<file path="src/rtl/core/qau_pkg.sv">
// Package for the quaternion arithmetic unit: operation codes, the control
// word carried down the pipeline, register defaults and width helpers.
// Depends on nothing; every module of the unit imports it.
`default_nettype none

package qau_pkg;

    localparam int COMP_WIDTH_DEF = 16;
    localparam int FRAC_BITS_DEF  = 14;
    localparam int GUARD_SHIFT    = 16;
    localparam int DOT_WIDTH      = 32;
    localparam int REG_W          = 32;

    localparam logic [REG_W-1:0] NORM_TOL_RESET = 32'd268;
    localparam logic [REG_W-1:0] UNIT_THR_RESET = 32'd268435;

    localparam logic CFG_NORM_TOL = 1'b0;
    localparam logic CFG_UNIT_THR = 1'b1;

    typedef enum logic [3:0] {
        OP_MUL   = 4'd0,
        OP_ADD   = 4'd1,
        OP_SUB   = 4'd2,
        OP_SCALE = 4'd3,
        OP_CONJ  = 4'd4,
        OP_NORM  = 4'd5,
        OP_INV   = 4'd6,
        OP_NLERP = 4'd7,
        OP_DOT   = 4'd8
    } op_t;

    typedef struct packed {
        op_t  op;
        logic use_norm;
        logic fell_back;
        logic dot_sat;
    } ctl_t;

    function automatic int qau_max(input int x, input int y);
        return (x > y) ? x : y;
    endfunction

    // Width of the (1.0 - t) operand.
    function automatic int qau_tw(input int cw, input int fb);
        return qau_max(cw, fb + 1) + 1;
    endfunction

    // Width of a rounded intermediate component.
    function automatic int qau_mw(input int cw, input int fb);
        return cw + qau_tw(cw, fb) + 3 - fb;
    endfunction

    // Width of a sum of four squares of intermediate components.
    function automatic int qau_sw(input int cw, input int fb);
        return 2 * qau_mw(cw, fb) + 2;
    endfunction

endpackage

`default_nettype wire

</file>
<file path="src/rtl/core/qau_sqrt.sv">
// Pipelined integer square root, one root bit per stage.
// Depends on qau_pkg.
`default_nettype none

module qau_sqrt
    import qau_pkg::*;
#(
    parameter int IW = 2 * ((qau_sw(COMP_WIDTH_DEF, FRAC_BITS_DEF) + GUARD_SHIFT + 1) / 2)
) (
    input  wire logic            clk,
    input  wire logic            en,
    input  wire logic [IW-1:0]   rad,
    output logic [IW/2-1:0]      root
);

    localparam int OW   = IW / 2;
    localparam int REMW = OW + 3;

    logic [REMW-1:0] rem_reg  [OW];
    logic [OW-1:0]   root_reg [OW];
    logic [IW-1:0]   rad_reg  [OW];

    for (genvar k = 0; k < OW; k++)
    begin : g_stage
        logic [REMW-1:0] rem_in;
        logic [OW-1:0]   root_in;
        logic [IW-1:0]   rad_in;
        logic [REMW-1:0] rem_sh;
        logic [REMW-1:0] trial;
        logic            ge;

        if (k == 0)
        begin : g_first
            assign rem_in  = '0;
            assign root_in = '0;
            assign rad_in  = rad;
        end
        else
        begin : g_next
            assign rem_in  = rem_reg[k-1];
            assign root_in = root_reg[k-1];
            assign rad_in  = rad_reg[k-1];
        end

        assign rem_sh = {rem_in[REMW-3:0], rad_in[IW-1:IW-2]};
        assign trial  = REMW'({root_in, 2'b01});
        assign ge     = (rem_sh >= trial);

        always_ff @(posedge clk)
        begin
            if (en)
            begin
                rem_reg[k]  <= ge ? (rem_sh - trial) : rem_sh;
                root_reg[k] <= {root_in[OW-2:0], ge};
                rad_reg[k]  <= rad_in << 2;
            end
        end
    end

    assign root = root_reg[OW-1];

endmodule

`default_nettype wire

</file>
<file path="config.mk">
export PLATFORM = sky130hd
export DESIGN_NAME = qau_sqrt
export DESIGN_NICKNAME = d
export VERILOG_FILES = /design/src/rtl/core/qau_pkg.sv /design/src/rtl/core/qau_sqrt.sv
export SDC_FILE = /design/constraint.sdc
export NUM_CORES = 2
export LEC_CHECK = 0
export BUFFER_PORTS_ARGS = -buffer_cell sky130_fd_sc_hd__buf_2
export CAP_MARGIN = 20
export CORE_MARGIN = 5
export CORE_UTILIZATION = 64
export DETAILED_ROUTE_END_ITERATION = 10
export PLACE_DENSITY_LB_ADDON = 0.08
export SYNTH_ARGS = -nofsm -noshare
export SYNTH_HDL_FRONTEND = slang
export SYNTH_SLANG_ARGS = --single-unit
</file>
<file path="constraint.sdc">
create_clock -name clk -period 4.5 [get_ports clk]
set_clock_uncertainty 0.1 [all_clocks]
set_input_delay 0.225 -clock clk [delete_from_list [all_inputs] [get_ports clk]]
set_output_delay 0.225 -clock clk [all_outputs]
set_load 0.05 [all_outputs]
</file>
## Word level (Yosys, flattened, before mapping)

Memory sizes are Yosys's and may differ from the RTL's.
Index checks and enable logic that the tools add are counted.

- Bits in writable memories: 3875
- Output and inout port bits: 31
- Memories: 3
- Register bits after elaboration: 0

- Magnitude comparators: 31
- $add $sub $neg: 31
- Mux-type cells: 33

Memories:

| name | words | width | read ports | clocked after memory_dff | write ports | RTL line | RTL |
|---|---|---|---|---|---|---|---|
| rad_reg | 31 | 60 | 30 | 0 | 31 | qau_sqrt.sv:21 | `logic [IW-1:0] rad_reg [OW];` |
| rem_reg | 31 | 34 | 30 | 0 | 31 | qau_sqrt.sv:19 | `logic [REMW-1:0] rem_reg [OW];` |
| root_reg | 31 | 31 | 31 | 0 | 31 | qau_sqrt.sv:20 | `logic [OW-1:0] root_reg [OW];` |

Operator list:

| kind | number |
|---|---|
| 34-bit 2-to-1 mux | 31 |
| 34-bit by 33-bit greater-or-equal comparator with 1-bit output | 30 |
| 34-bit by 33-bit subtractor with 34-bit output | 30 |
| 2-bit by 1-bit subtractor with 3-bit output (second input constant) | 1 |
| 2-bit by 1-bit greater-or-equal comparator with 1-bit output (second input constant) | 1 |
| 1-bit 2-to-1 mux | 2 |

## Depth between registers and ports, before layout

An unclocked memory read counts as a cell.

- Depth after elaboration: 3
- Gate-level depth with buffers: 14
- Mapped depth without buffers: 12

## Worst setup path before layout

OpenSTA, ideal clock, no wires.

- Path type: reg2reg
- From: memory rem_reg[1][374] in the netlist's numbering
- To: memory rem_reg[1][412] in the netlist's numbering (data pin)
- Required time: 4140 ps
- Data arrival time: 2975 ps
- Stages on the path, launching flop included: 11
- Setup slack: 1165 ps
- Setup time: 260 ps
- Path through: edfxtp_1 > ha_1 > nor2b_1 > o31a_1 > o31ai_1 > a21oi_1 > a21oi_1 > nand3_1 > a311oi_2 > clkbuf_1 > mux2_2

RTL lines:

| item | RTL line |
|---|---|
| start, declared | qau_sqrt.sv:19 |

==> results.txt <==
* Run status: finished, final reports clean
- Of the total synthesized cell area, the portion taken by full adders, half adders and majority gates is 6.06%.
- The first detailed-routing pass took 6 iterations.
* Wire length reported by the detailed router: 227000 um
* Cell at the root of the clock tree: sky130_fd_sc_hd__clkbuf_16
- TritonCTS created 229 clock buffers.
* Post-CTS setup-driven buffer insertion count: 0
- Relative to the synthesized area, the layout overhead comes to 11.7%.
- At the pin with the least slew margin, the transition time is 1.04 ns.
* Antenna Violating Nets Remaining: 0
* Number of hold violations in the final report: 0
* DR WL/cell: 20.2 um
- Final cycle utilization of the critical path: 95.5%
- In the routed design, unresolved DRC markers number 0.
- FF-to-FF path depth: 12
- Endpoint arrival time on the critical path: 4.77 ns
- Type of destination of the critical path: register
- The region available for standard cell placement spans 0.169 mm2.
- Total standard cell area after synthesis: 0.109 mm2
* Area fraction of the dominant cell type after synthesis: 64.5%
- Worst supply voltage drop on vdd: 0.465 mV
- Setup TNS Final: 0 ns
- The tightest min-delay check is of the input pin to register type.
* Width of the die: 423 um
* Yosys top cell by area: sky130_fd_sc_hd__edfxtp_1
* Detail Placement HPWL: 158000 um
- Entering global routing, the biggest net connects 129 pins.
- Required time of the critical path: 4.97 ns
* Detailed router's first-iteration violation count: 6050
- Utilization after layout: 71.9%
- Routability-driven placement finished with a final weighted congestion of 0.926.
- Crit path top cell by count: sky130_fd_sc_hd__inv_1
* Clock latency at the later pin of the worst-skew pair: 0.86 ns
* Post-synthesis mux area share: 1.08%
* Capture point of the worst reg-to-reg path: rem_reg[1][239]
- In this run the register-to-register setup slack is 0.20 ns.
- TritonCTS built the clock tree.
- After synthesis, the mean cell area works out to 13.0 um2.
* Count of port buffers added during placement: 94
- For this design the static power due to leakage is 0.0469 uW.
- Traced cell by cell, the critical path runs through inv_1 > ha_1 > nor2b_1 > o31a_1 > o31ai_1 > buf_4 > o21ai_0 > a211o_1 > a21oi_2 > buf_12 > inv_1 > a21oi_1.
- Ratio of cells with drive above 1 in the final layout: 7.93%
- Clock input transition at the sequential cells of the worst setup and hold paths: 0.07 ns
* CTS sink cnt: 2339
* Min setup slack post-route: 0.201 ns
- Core Rows: 151
- Overall fraction of global-route tracks in use: 25.2%
* Vias in the first global route: 65483
- Total congestion overflow: 0
- Origin of the critical flop-to-flop path: root_reg[22][0]
- Maximum fanout along the worst path: 39
* # IOs: 95
- STA classifies the critical path startpoint as a register.
- Worst setup path category: register to register
- Maximum clock path buffer count: 3
- Relative slew slack: 30.6%
* Post-synthesis share of cell area spent on and, or, nand and nor gates: 9.97%
- Die Height: 423 um
- For this design, the slowest cell found on the critical path is sky130_fd_sc_hd__edfxtp_1.
* CTS H-tree lvls: 4
- Hold Path End: rem_reg[0][1]
- Highest cell delay on the worst timing path: 0.59 ns
- Using the TritonRoute via totals, the vias-per-cell ratio works out to 5.91.
- Before CTS, the worst setup slack after placement is 0.275 ns.
- Maximum frequency from static timing analysis: 233 MHz
- After synthesis, the largest family of logic cells by area is simple AND/OR/NAND/NOR gates.
- Summing over every cut layer, the via total after detailed routing is 66262.
- Synthesis inferred 2339 register bits.
- The startpoint identified for the worst hold timing path is rad[61].
- For this run, the leading register cell type out of synthesis is sky130_fd_sc_hd__edfxtp_1.
- The synthesized design contains 2339 enable-type register cells.
- Flip-flop count of the largest register, all copies and words added: 930
- Along the worst hold path, the cell count comes to 3.
- Synthesized net count: 9003
- Post-layout min period: 4.30 ns
- Net count reported at finish: 9385
- Across the run, the number of max-cap violations was 0.
- Synth area leaders: sky130_fd_sc_hd__edfxtp_1 (64%), sky130_fd_sc_hd__ha_1 (6.1%), sky130_fd_sc_hd__xnor2_1 (3.2%), sky130_fd_sc_hd__xor2_1 (2.8%), sky130_fd_sc_hd__a21oi_1 (2.4%)
- Starting utilization of the core area: 64.4%
- The die covers 0.179 mm2.
* Number of instances in the synthesized netlist: 8411
- Setup violations remaining at the end of the flow were counted as 0.
- Top cells by instance count after synthesis: sky130_fd_sc_hd__edfxtp_1 (2339), sky130_fd_sc_hd__inv_1 (651), sky130_fd_sc_hd__nand2_1 (557)
- The count of pins over their slew limit is 0.
- Power per unit of standard cell area: 508 mW/mm2
* XOR/XNOR Fraction of Synth Area: 6.08%
- Distinct cells, synth: 91
* Sequential area share after synthesis: 64.5%
- Setup repair after global routing left no endpoint under its margin.
- By instance count, the leading cell after synthesis is sky130_fd_sc_hd__edfxtp_1.
- Ys Warns: 0
- First-pass GRT wire length: 357000 um
* Initial antenna violation count: 3
- Synth Area in Compound Gates: 9.53%
* Share of flip-flops with an asynchronous set or reset after synthesis: 0%
## per-layer routing
metal  GRT usage (%)  up-vias  share of wire, %
met4            9.48        4               3.9
met1            33.4    32027                42
met5               0        -             0.010
met3            3.49      456               4.9
met2            42.9     1853                49
li1                -    31922                 -
## through the flow
stage | cell area [um2] | total power (uW) | cells | hold slack, ns
3_3_place_gp | 113000 | 41800 | 10656 | 0.300
6_report | 122000 | 61800 | 11207 | 0.147
4_1_cts | 122000 | 62100 | 11204 | 0.0372
2_1_floorplan | 109000 | 38100 | 8411 | 0.224
3_5_place_dp | 113000 | 42100 | 10656 | 0.303
5_1_grt | 122000 | 64800 | 11205 | 0.128
## repair_timing
item | CTS | global route
hold buffers | 124 | 0
setup endpoints to repair | 0 | 2
endpoints found under the hold margin | 144 | 0
resized for setup | 0 | 1
## worst max-delay path: cells and delay by family, from the launching register on
kind / cells / cell delay [ns]
AND/OR/NAND/NOR: 1 / 0.16
buffers and inverters: 4 / 0.72
AO/OA/AOI/OAI: 6 / 2.07
adder cells (fa/ha/maj): 1 / 0.33
flip-flops: 1 / 0.59
## placed cells by master, fill, tap and decap left out, types with 227 or more instances in the layout
master and instances:
sky130_fd_sc_hd__edfxtp_1 2339, sky130_fd_sc_hd__inv_1 650, sky130_fd_sc_hd__nand2_1 557, sky130_fd_sc_hd__nor2_1 544, sky130_fd_sc_hd__ha_1 528, sky130_fd_sc_hd__a21oi_1 522
sky130_fd_sc_hd__o21ai_0 428, sky130_fd_sc_hd__xnor2_1 404, sky130_fd_sc_hd__xor2_1 352, sky130_fd_sc_hd__clkbuf_16 232, sky130_fd_sc_hd__nor3_1 227
## worst max path at each step
stage	start	endpoint	slack (ns)
2_1_floorplan	rem_reg[1][374]	rem_reg[1][412]	1.17
3_3_place_gp	root_reg[22][0]	rem_reg[1][239]	0.27
3_5_place_dp	root_reg[22][0]	rem_reg[1][239]	0.28
4_1_cts	root_reg[22][0]	rem_reg[1][239]	0.18
5_1_grt	root_reg[22][0]	rem_reg[1][239]	0.01
6_report	root_reg[22][0]	rem_reg[1][239]	0.20
## logic make-up after synthesis
kind of cell    count (synthesis)
compound gates               1674
simple gates                 2199
other cells                     1
fa+ha+maj                     528
flops                        2339
xor+xnor                      756
mux                           106
buf+inv                       808
## area by class of cell
cell class | count | area (um2)
diodes | 3 | 7.51
clock buffers | 269 | 5940
clock inverters | 155 | 1920
fillers | 11206 | 47600
inverters | 653 | 2450
multi-input cells | 5264 | 35700
flip-flops and latches | 2339 | 70200
well taps | 2218 | 2780
repair buffers | 306 | 2630
## report_power, final
| part | leakage (uW) | internal (uW) | switching, uW | total (uW) |
|---|---|---|---|---|
| logic | 0.0206 | 5310 | 7280 | 12600 |
| clock network | 0.00382 | 11600 | 8270 | 19800 |
| registers | 0.0225 | 27500 | 1850 | 29400 |
Power figures use the tool's default switching activity.
