[config.mk]
export PLATFORM = sky130hd
export DESIGN_NAME = qau_div_lane
export DESIGN_NICKNAME = d
export VERILOG_FILES = /design/src/rtl/core/qau_pkg.sv /design/src/rtl/core/qau_div_lane.sv
export SDC_FILE = /design/constraint.sdc
export NUM_CORES = 2
export LEC_CHECK = 0
export BUFFER_PORTS_ARGS = -buffer_cell sky130_fd_sc_hd__buf_2
export CAP_MARGIN = 15
export CORE_ASPECT_RATIO = 0.5
export CORE_MARGIN = 3
export CORE_UTILIZATION = 30
export DETAILED_ROUTE_END_ITERATION = 6
export SLEW_MARGIN = 20
export SYNTH_ARGS = -nofsm -noshare
export SYNTH_HDL_FRONTEND = slang
export SYNTH_SLANG_ARGS = --single-unit
[constraint.sdc]
create_clock -name clk -period 7.45 [get_ports clk]
set_clock_uncertainty 0.1 [all_clocks]
set_input_delay 2.235 -clock clk [delete_from_list [all_inputs] [get_ports clk]]
set_output_delay 2.235 -clock clk [all_outputs]
set_load 0.05 [all_outputs]
[src/rtl/core/qau_pkg.sv]
// Package for the quaternion arithmetic unit: operation codes, the control
// word carried down the pipeline, register defaults and width helpers.
// Depends on nothing; every module of the unit imports it.
`default_nettype none

package qau_pkg;

    localparam int COMP_WIDTH_DEF = 16;
    localparam int FRAC_BITS_DEF  = 14;
    localparam int GUARD_SHIFT    = 16;
    localparam int DOT_WIDTH      = 32;
    localparam int REG_W          = 32;

    localparam logic [REG_W-1:0] NORM_TOL_RESET = 32'd268;
    localparam logic [REG_W-1:0] UNIT_THR_RESET = 32'd268435;

    localparam logic CFG_NORM_TOL = 1'b0;
    localparam logic CFG_UNIT_THR = 1'b1;

    typedef enum logic [3:0] {
        OP_MUL   = 4'd0,
        OP_ADD   = 4'd1,
        OP_SUB   = 4'd2,
        OP_SCALE = 4'd3,
        OP_CONJ  = 4'd4,
        OP_NORM  = 4'd5,
        OP_INV   = 4'd6,
        OP_NLERP = 4'd7,
        OP_DOT   = 4'd8
    } op_t;

    typedef struct packed {
        op_t  op;
        logic use_norm;
        logic fell_back;
        logic dot_sat;
    } ctl_t;

    function automatic int qau_max(input int x, input int y);
        return (x > y) ? x : y;
    endfunction

    // Width of the (1.0 - t) operand.
    function automatic int qau_tw(input int cw, input int fb);
        return qau_max(cw, fb + 1) + 1;
    endfunction

    // Width of a rounded intermediate component.
    function automatic int qau_mw(input int cw, input int fb);
        return cw + qau_tw(cw, fb) + 3 - fb;
    endfunction

    // Width of a sum of four squares of intermediate components.
    function automatic int qau_sw(input int cw, input int fb);
        return 2 * qau_mw(cw, fb) + 2;
    endfunction

endpackage

`default_nettype wire

[src/rtl/core/qau_div_lane.sv]
// One normalize lane: scales a component by the reciprocal length with a
// pipelined restoring divider, one quotient bit per stage. Depends on qau_pkg.
`default_nettype none

module qau_div_lane
    import qau_pkg::*;
#(
    parameter int MW  = qau_mw(COMP_WIDTH_DEF, FRAC_BITS_DEF),
    parameter int RTW = (qau_sw(COMP_WIDTH_DEF, FRAC_BITS_DEF) + GUARD_SHIFT + 1) / 2,
    parameter int FB  = FRAC_BITS_DEF,
    parameter int QW  = FRAC_BITS_DEF + 2
) (
    input  wire logic                 clk,
    input  wire logic                 en,
    input  wire logic signed [MW-1:0] comp,
    input  wire logic [RTW-1:0]       root,
    output logic [QW-1:0]             quot,
    output logic                      neg
);

    localparam int SH  = FB + GUARD_SHIFT / 2 + 1;
    localparam int NW  = qau_max(MW + SH, RTW) + 1;
    localparam int DW  = RTW + 1;
    localparam int RMW = DW + 1;

    logic [MW-1:0]  mag;
    logic [NW-1:0]  num;

    logic [RMW-1:0] remp_reg;
    logic [QW-1:0]  lowp_reg;
    logic [DW-1:0]  dp_reg;
    logic           negp_reg;

    logic [RMW-1:0] rem_reg  [QW];
    logic [QW-1:0]  low_reg  [QW];
    logic [QW-1:0]  q_reg    [QW];
    logic [DW-1:0]  d_reg    [QW];
    logic           neg_reg  [QW];

    // Rounded quotient: (|c| * 2^SH + root) / (2 * root).
    assign mag = comp[MW-1] ? MW'(-comp) : MW'(comp);
    assign num = (NW'(mag) << SH) + NW'(root);

    always_ff @(posedge clk)
    begin
        if (en)
        begin
            remp_reg <= RMW'(num >> QW);
            lowp_reg <= num[QW-1:0];
            dp_reg   <= {root, 1'b0};
            negp_reg <= comp[MW-1];
        end
    end

    for (genvar k = 0; k < QW; k++)
    begin : g_step
        logic [RMW-1:0] rem_in;
        logic [QW-1:0]  low_in;
        logic [QW-1:0]  q_in;
        logic [DW-1:0]  d_in;
        logic           neg_in;
        logic [RMW:0]   trial;
        logic           ge;

        if (k == 0)
        begin : g_first
            assign rem_in = remp_reg;
            assign low_in = lowp_reg;
            assign q_in   = '0;
            assign d_in   = dp_reg;
            assign neg_in = negp_reg;
        end
        else
        begin : g_next
            assign rem_in = rem_reg[k-1];
            assign low_in = low_reg[k-1];
            assign q_in   = q_reg[k-1];
            assign d_in   = d_reg[k-1];
            assign neg_in = neg_reg[k-1];
        end

        assign trial = {rem_in, low_in[QW-1]};
        assign ge    = (trial >= (RMW + 1)'(d_in));

        always_ff @(posedge clk)
        begin
            if (en)
            begin
                rem_reg[k] <= ge ? RMW'(trial - (RMW + 1)'(d_in)) : RMW'(trial);
                low_reg[k] <= low_in << 1;
                q_reg[k]   <= (q_in << 1) | QW'(ge);
                d_reg[k]   <= d_in;
                neg_reg[k] <= neg_in;
            end
        end
    end

    assign quot = q_reg[QW-1];
    assign neg  = neg_reg[QW-1];

endmodule

`default_nettype wire

==> Word level (Yosys, flattened, before mapping) <==
Memories as Yosys holds them, arrays and structs flattened.
Index checks and enable logic that the tools add are counted.
{ "word_totals": {"register_bits": 78, "memories": 5, "ramBits": 1552, "output_inout_bits": 17} }
{ "mem_list": {"columns": ["name", "words", "width", "read_ports", "rd_clocked_by_memory_dff", "write_ports", "line_no", "source"], "rows": [
  ["rem_reg", 16, 33, 15, 0, 16, "qau_div_lane.sv:34", "logic [RMW-1:0] rem_reg [QW];"],
  ["d_reg", 16, 32, 15, 0, 16, "qau_div_lane.sv:37", "logic [DW-1:0] d_reg [QW];"],
  ["q_reg", 16, 16, 16, 0, 16, "qau_div_lane.sv:36", "logic [QW-1:0] q_reg [QW];"],
  ["low_reg", 16, 15, 15, 0, 16, "qau_div_lane.sv:35", "logic [QW-1:0] low_reg [QW];"],
  ["neg_reg", 16, 1, 16, 0, 16, "qau_div_lane.sv:38", "logic neg_reg [QW];"]
]} }
{ "op_classes": {"addsub": 18, "bitwise": 15, "order_cmp": 16, "n_mux": 19} }
{ "ops": {"columns": ["cell", "count"], "rows": [
  ["two-way mux 33 bit", 16],
  ["greater-or-equal comparator 34 x 32 -> 1 bit", 15],
  ["subtractor 33 x 32 -> 33 bit", 15],
  ["OR 16 x 1 -> 16 bit", 15],
  ["adder 45 x 31 -> 46 bit", 1],
  ["subtractor 31 x 32 -> 33 bit", 1],
  ["greater-or-equal comparator 31 x 32 -> 1 bit", 1],
  ["two-way mux 22 bit", 1],
  ["negator 22 bit", 1],
  ["two-way mux 1 bit", 2]
]} }

==> Logic depth before layout (Yosys ltp) <==
{ "depth": {"word_depth": 3, "depth_mapped": 17, "mapped_depth_nobuf": 16} }

==> Worst setup path before layout <==
No wires, ideal clock.
{ "synth_path": {"path_type": "input to register", "startpoint": "in comp[21]", "endpoint": "reg remp_reg[24], in the netlist g_step[0].rem_in[24] (data pin)", "path_slack_ns": 2.028, "path_stages": 17, "t_arrival_ns": 5.066, "required_ns": 7.094, "n_path_buf": 4, "cell_sequence": "buf_2 clkbuf_1 clkbuf_1 clkbuf_1 nand2_1 o21ai_0 ha_1 a21o_1 a21oi_1 o21bai_1 a21oi_1 nand2b_1 a211o_1 nor2_2 o32a_2 o31a_2 xor2_1"} }
{ "synth_between": {"elab_chain_len": 2} }
{ "synth_lines": {"columns": ["item", "line_no", "source"], "rows": [
  ["from (decl)", "qau_div_lane.sv:15", "input wire logic signed [MW-1:0] comp,"],
  ["two-way mux 22 bit", "qau_div_lane.sv:41", "assign mag = comp[MW-1] ? MW'(-comp) : MW'(comp);"],
  ["adder 45 x 31 -> 46 bit", "qau_div_lane.sv:42", "assign num = (NW'(mag) << SH) + NW'(root);"],
  ["via num[40]", "qau_div_lane.sv:27", "logic [NW-1:0] num;"],
  ["to (signal assigned)", "qau_div_lane.sv:48", "remp_reg <= RMW'(num >> QW);"],
  ["to (decl)", "qau_div_lane.sv:29", "logic [RMW-1:0] remp_reg;"]
]} }
The timed path passes the listed nets, and every way through them passes these cells.
A chain may end at the register's enable or synchronous reset.

==> Final worst setup path <==
{ "layout_path": {"startpoint": "in comp[3]", "endpoint": "reg remp_reg[24], in the netlist g_step[0].rem_in[24] (data pin)"} }
{ "layout_between": {"elab_chain_len": 3} }
{ "layout_lines": {"columns": ["item", "line_no"], "rows": [
  ["negator 22 bit", "qau_div_lane.sv:41"],
  ["two-way mux 22 bit *", "qau_div_lane.sv:41"],
  ["adder 45 x 31 -> 46 bit *", "qau_div_lane.sv:42"],
  ["via num[40]", "qau_div_lane.sv:27"]
]} }
Mark *: on every way through the listed nets, which the timed path passes. The rest lies on a longest branch.

==> results.yml <==
placement:
  place_congestion: 0.901
  port_buffers: 71
  hpwl_mm: 101
  place_ws_ns: 2.02
power_and_ir_drop:
  netSwitchingFraction_pct: 36.7
  combPwrFrac_pct: 44.0
  leakagePower_nw: 30.0
  clkPwrFrac_pct: 20.0
  power.internal_mw: 18.6
  finalPower_mw: 29.3
  peakVddDrop_v: 0.000212
  power.switching_mw: 10.8
  power.density_mw_per_mm2: 394
  pwr-share-seq_pct: 36.0
final_layout:
  nets: 6814
  largest_reg_flops: 495
  final-seq-area_sq_mm: 0.0346
  fill_cells: 21900
  final_common_cell: "edfxtp_1"
  diodes: 0
  multi_input_area_sq_mm: 0.0293
  final_cell_mix: "edfxtp_1 (1152), inv_1 (631), nand2_1 (514)"
  drive_gt1_share_pct: 6.60
  synthToLayoutAreaGrowth_pct: 11.5
timing:
  fin_crit_ns: 4.68
  finalSetupViolCount: 0
  worst_slack_ns: 2.77
  fin_setup_tns_ns: 0
  maxSlewHeadroom_pct: 27.9
  drv_slew: 0
  final.period_utilization_pct: 62.9
  worst_pin_slew_ns: 1.08
  max_freq_ghz: 0.213
  hold_viol: 0
  rsz0062_at_grt: "false"
  whs_ns: 0.307
yosys:
  synth.distinct_cells: 87
  syn_area_per_cell_sq_um: 10.8
  postSynth.asyncResetShare_pct: 0
  synth_seq_area_share_pct: 51.9
  synth_nets: 6739
  synth_seq_cells: 1152
  synth_enable_flop_cells: 1152
  synth_flop_cell: "edfxtp_1"
  yosys_warnings: 0
  netlist_instances: 6163
  netlist_area_sq_mm: 0.0667
grt:
  overflow: 0
  grt_pass1_wl_mm: 221
  antenna_found_initial: 0
  grt_usage_pct: 11.6
  grt_max_degree: 163
  grt_pass1_vias: 43100
setup_path:
  end_kind: "flop"
  slowest_delay_ns: 0.65
  crit_path_start: "comp[3]"
  crit_chain: "buf_2 -> or4_1 -> or3_4 -> o41a_1 -> xnor2_1 -> or2_0 -> a211o_1 -> nor2_2 -> o32a_2 -> o31a_2 -> xor2_1"
  reg2reg_from: "dp_reg[17]"
  slowest_stage: "or4_1"
  critical_path_arrival_ns: 5.06
  critPathTopFamily: "simple AND/OR/NAND/NOR gates"
  start_kind: "input pin"
  crit_type: "input pin to flop"
  crit_path_max_fanout: 7
  cp_data_required_time_ns: 7.83
  timing.critical_path.buf_inv: 1
  ff2ff_path_depth: 13
  cp.depth: 11
clock_network:
  cts_tree: "built"
  cts_setup_buffers: 0
  clkSinkCount: 1152
  clkLatencyLatePin_ns: 0.74
  hold_buffers: 0
  cts_buffers: 115
  clkTransAtPathRegs_ns: 0.07
  root_buffer: "clkbuf_16"
  htreeDepth: 3
  clock_path_buffers: 3
  post_cts_resized: 0
floorplanning:
  fp-row-count: 121
  core-area_sq_mm: 0.219
  die_height_microns: 339
  dieArea_sq_mm: 0.228
  die_width_microns: 673
  start_util_pct: 30.4
  ios: 72
worst_hold_path:
  hold_path_class: "flop to flop"
  hp-start: "q_reg[2][17]"
  hold_depth: 0
outcome:
  status: "completed"
route:
  first_pass_iters: 5
  drt-total-wl_mm: 135
  drc: 0
  avgRoutedWirePerCell_microns: 14.6
  vias: 44100
  ant_nets: 0
  via_per_inst: 4.75
  drtIter0Drc: 2456
run:
  cap_viol_max_count: 0
final timing paths:
kind,end,slack [ns]
setup / recovery,g_step[0].rem_in[24],2.77
hold / removal,q_reg[3][2],0.31
setup reg to reg,rem_reg[0][8],3.02
hold reg to reg,q_reg[3][2],0.31
kinds of logic (layout without fill, tap and decap cells):
family / Yosys count / count (layout) / share of synthesized area (%)
compound gates: 1750 / 1750 / 16.4
simple gates: 1447 / 1447 / 10.3
flops: 1152 / 1152 / 51.9
buf+inv: 777 / 950 / 4.39
fa+ha+maj: 521 / 521 / 9.95
xor+xnor: 414 / 414 / 5.44
mux: 101 / 101 / 1.68
other cells: 1 / 1 / 0.00562
layout make-up:
| class | instances | area share [%] |
|---|---|---|
| clock buffers | 136 | 3.97 |
| well taps | 2952 | 4.96 |
| flip-flops and latches | 1152 | 46.5 |
| inverters | 634 | 3.20 |
| multi-input cells | 4234 | 39.4 |
| clock inverters | 79 | 1.11 |
| repair buffers | 101 | 0.895 |
power groups by stage:
| stage | Combinational, mW | Clock [mW] | Sequential [mW] |
|---|---|---|---|
| floorplan | 10.2 | 0 | 10.3 |
| global placement | 12.7 | 0 | 10.7 |
| detailed placement | 12.8 | 0 | 10.7 |
| CTS | 12.9 | 6.09 | 10.6 |
| global route | 14.6 | 6.35 | 10.7 |
| finish | 12.9 | 5.87 | 10.6 |
Yosys cell counts (all sizes together) (85+ instances only):
cell type	instances	area share, %
a21o	295	3.3
a21oi	512	3.8
clkbuf	126	0.71
edfxtp	1152	52
ha	505	9.5
inv	632	3.6
mux2	86	1.5
nand2	514	2.9
nand4	85	0.80
nor2	342	1.9
o21ai	455	3.4
xnor2	235	3.1
xor2	179	2.4
per-layer routing:
metal | wire [microns] | up-vias | part of all wire (%) | track usage, %
met5 | 0 | - | 0 | 0
met1 | 63800 | 20400 | 47 | 15.0
met3 | 4630 | 294 | 3.4 | 1.80
met4 | 5160 | 0 | 3.8 | 4.46
met2 | 61900 | 711 | 46 | 19.6
li1 | - | 22600 | - | -
metrics by stage:
stage	instance area [sq um]	util (%)	instances
floorplan	66700	-	6163
global placement	70600	32.2	9072
detailed placement	70600	32.2	9072
CTS	74400	33.9	9287
global route	74400	33.9	9288
finish	74400	33.9	9288
No activity file was read; power rests on OpenSTA's default activity.
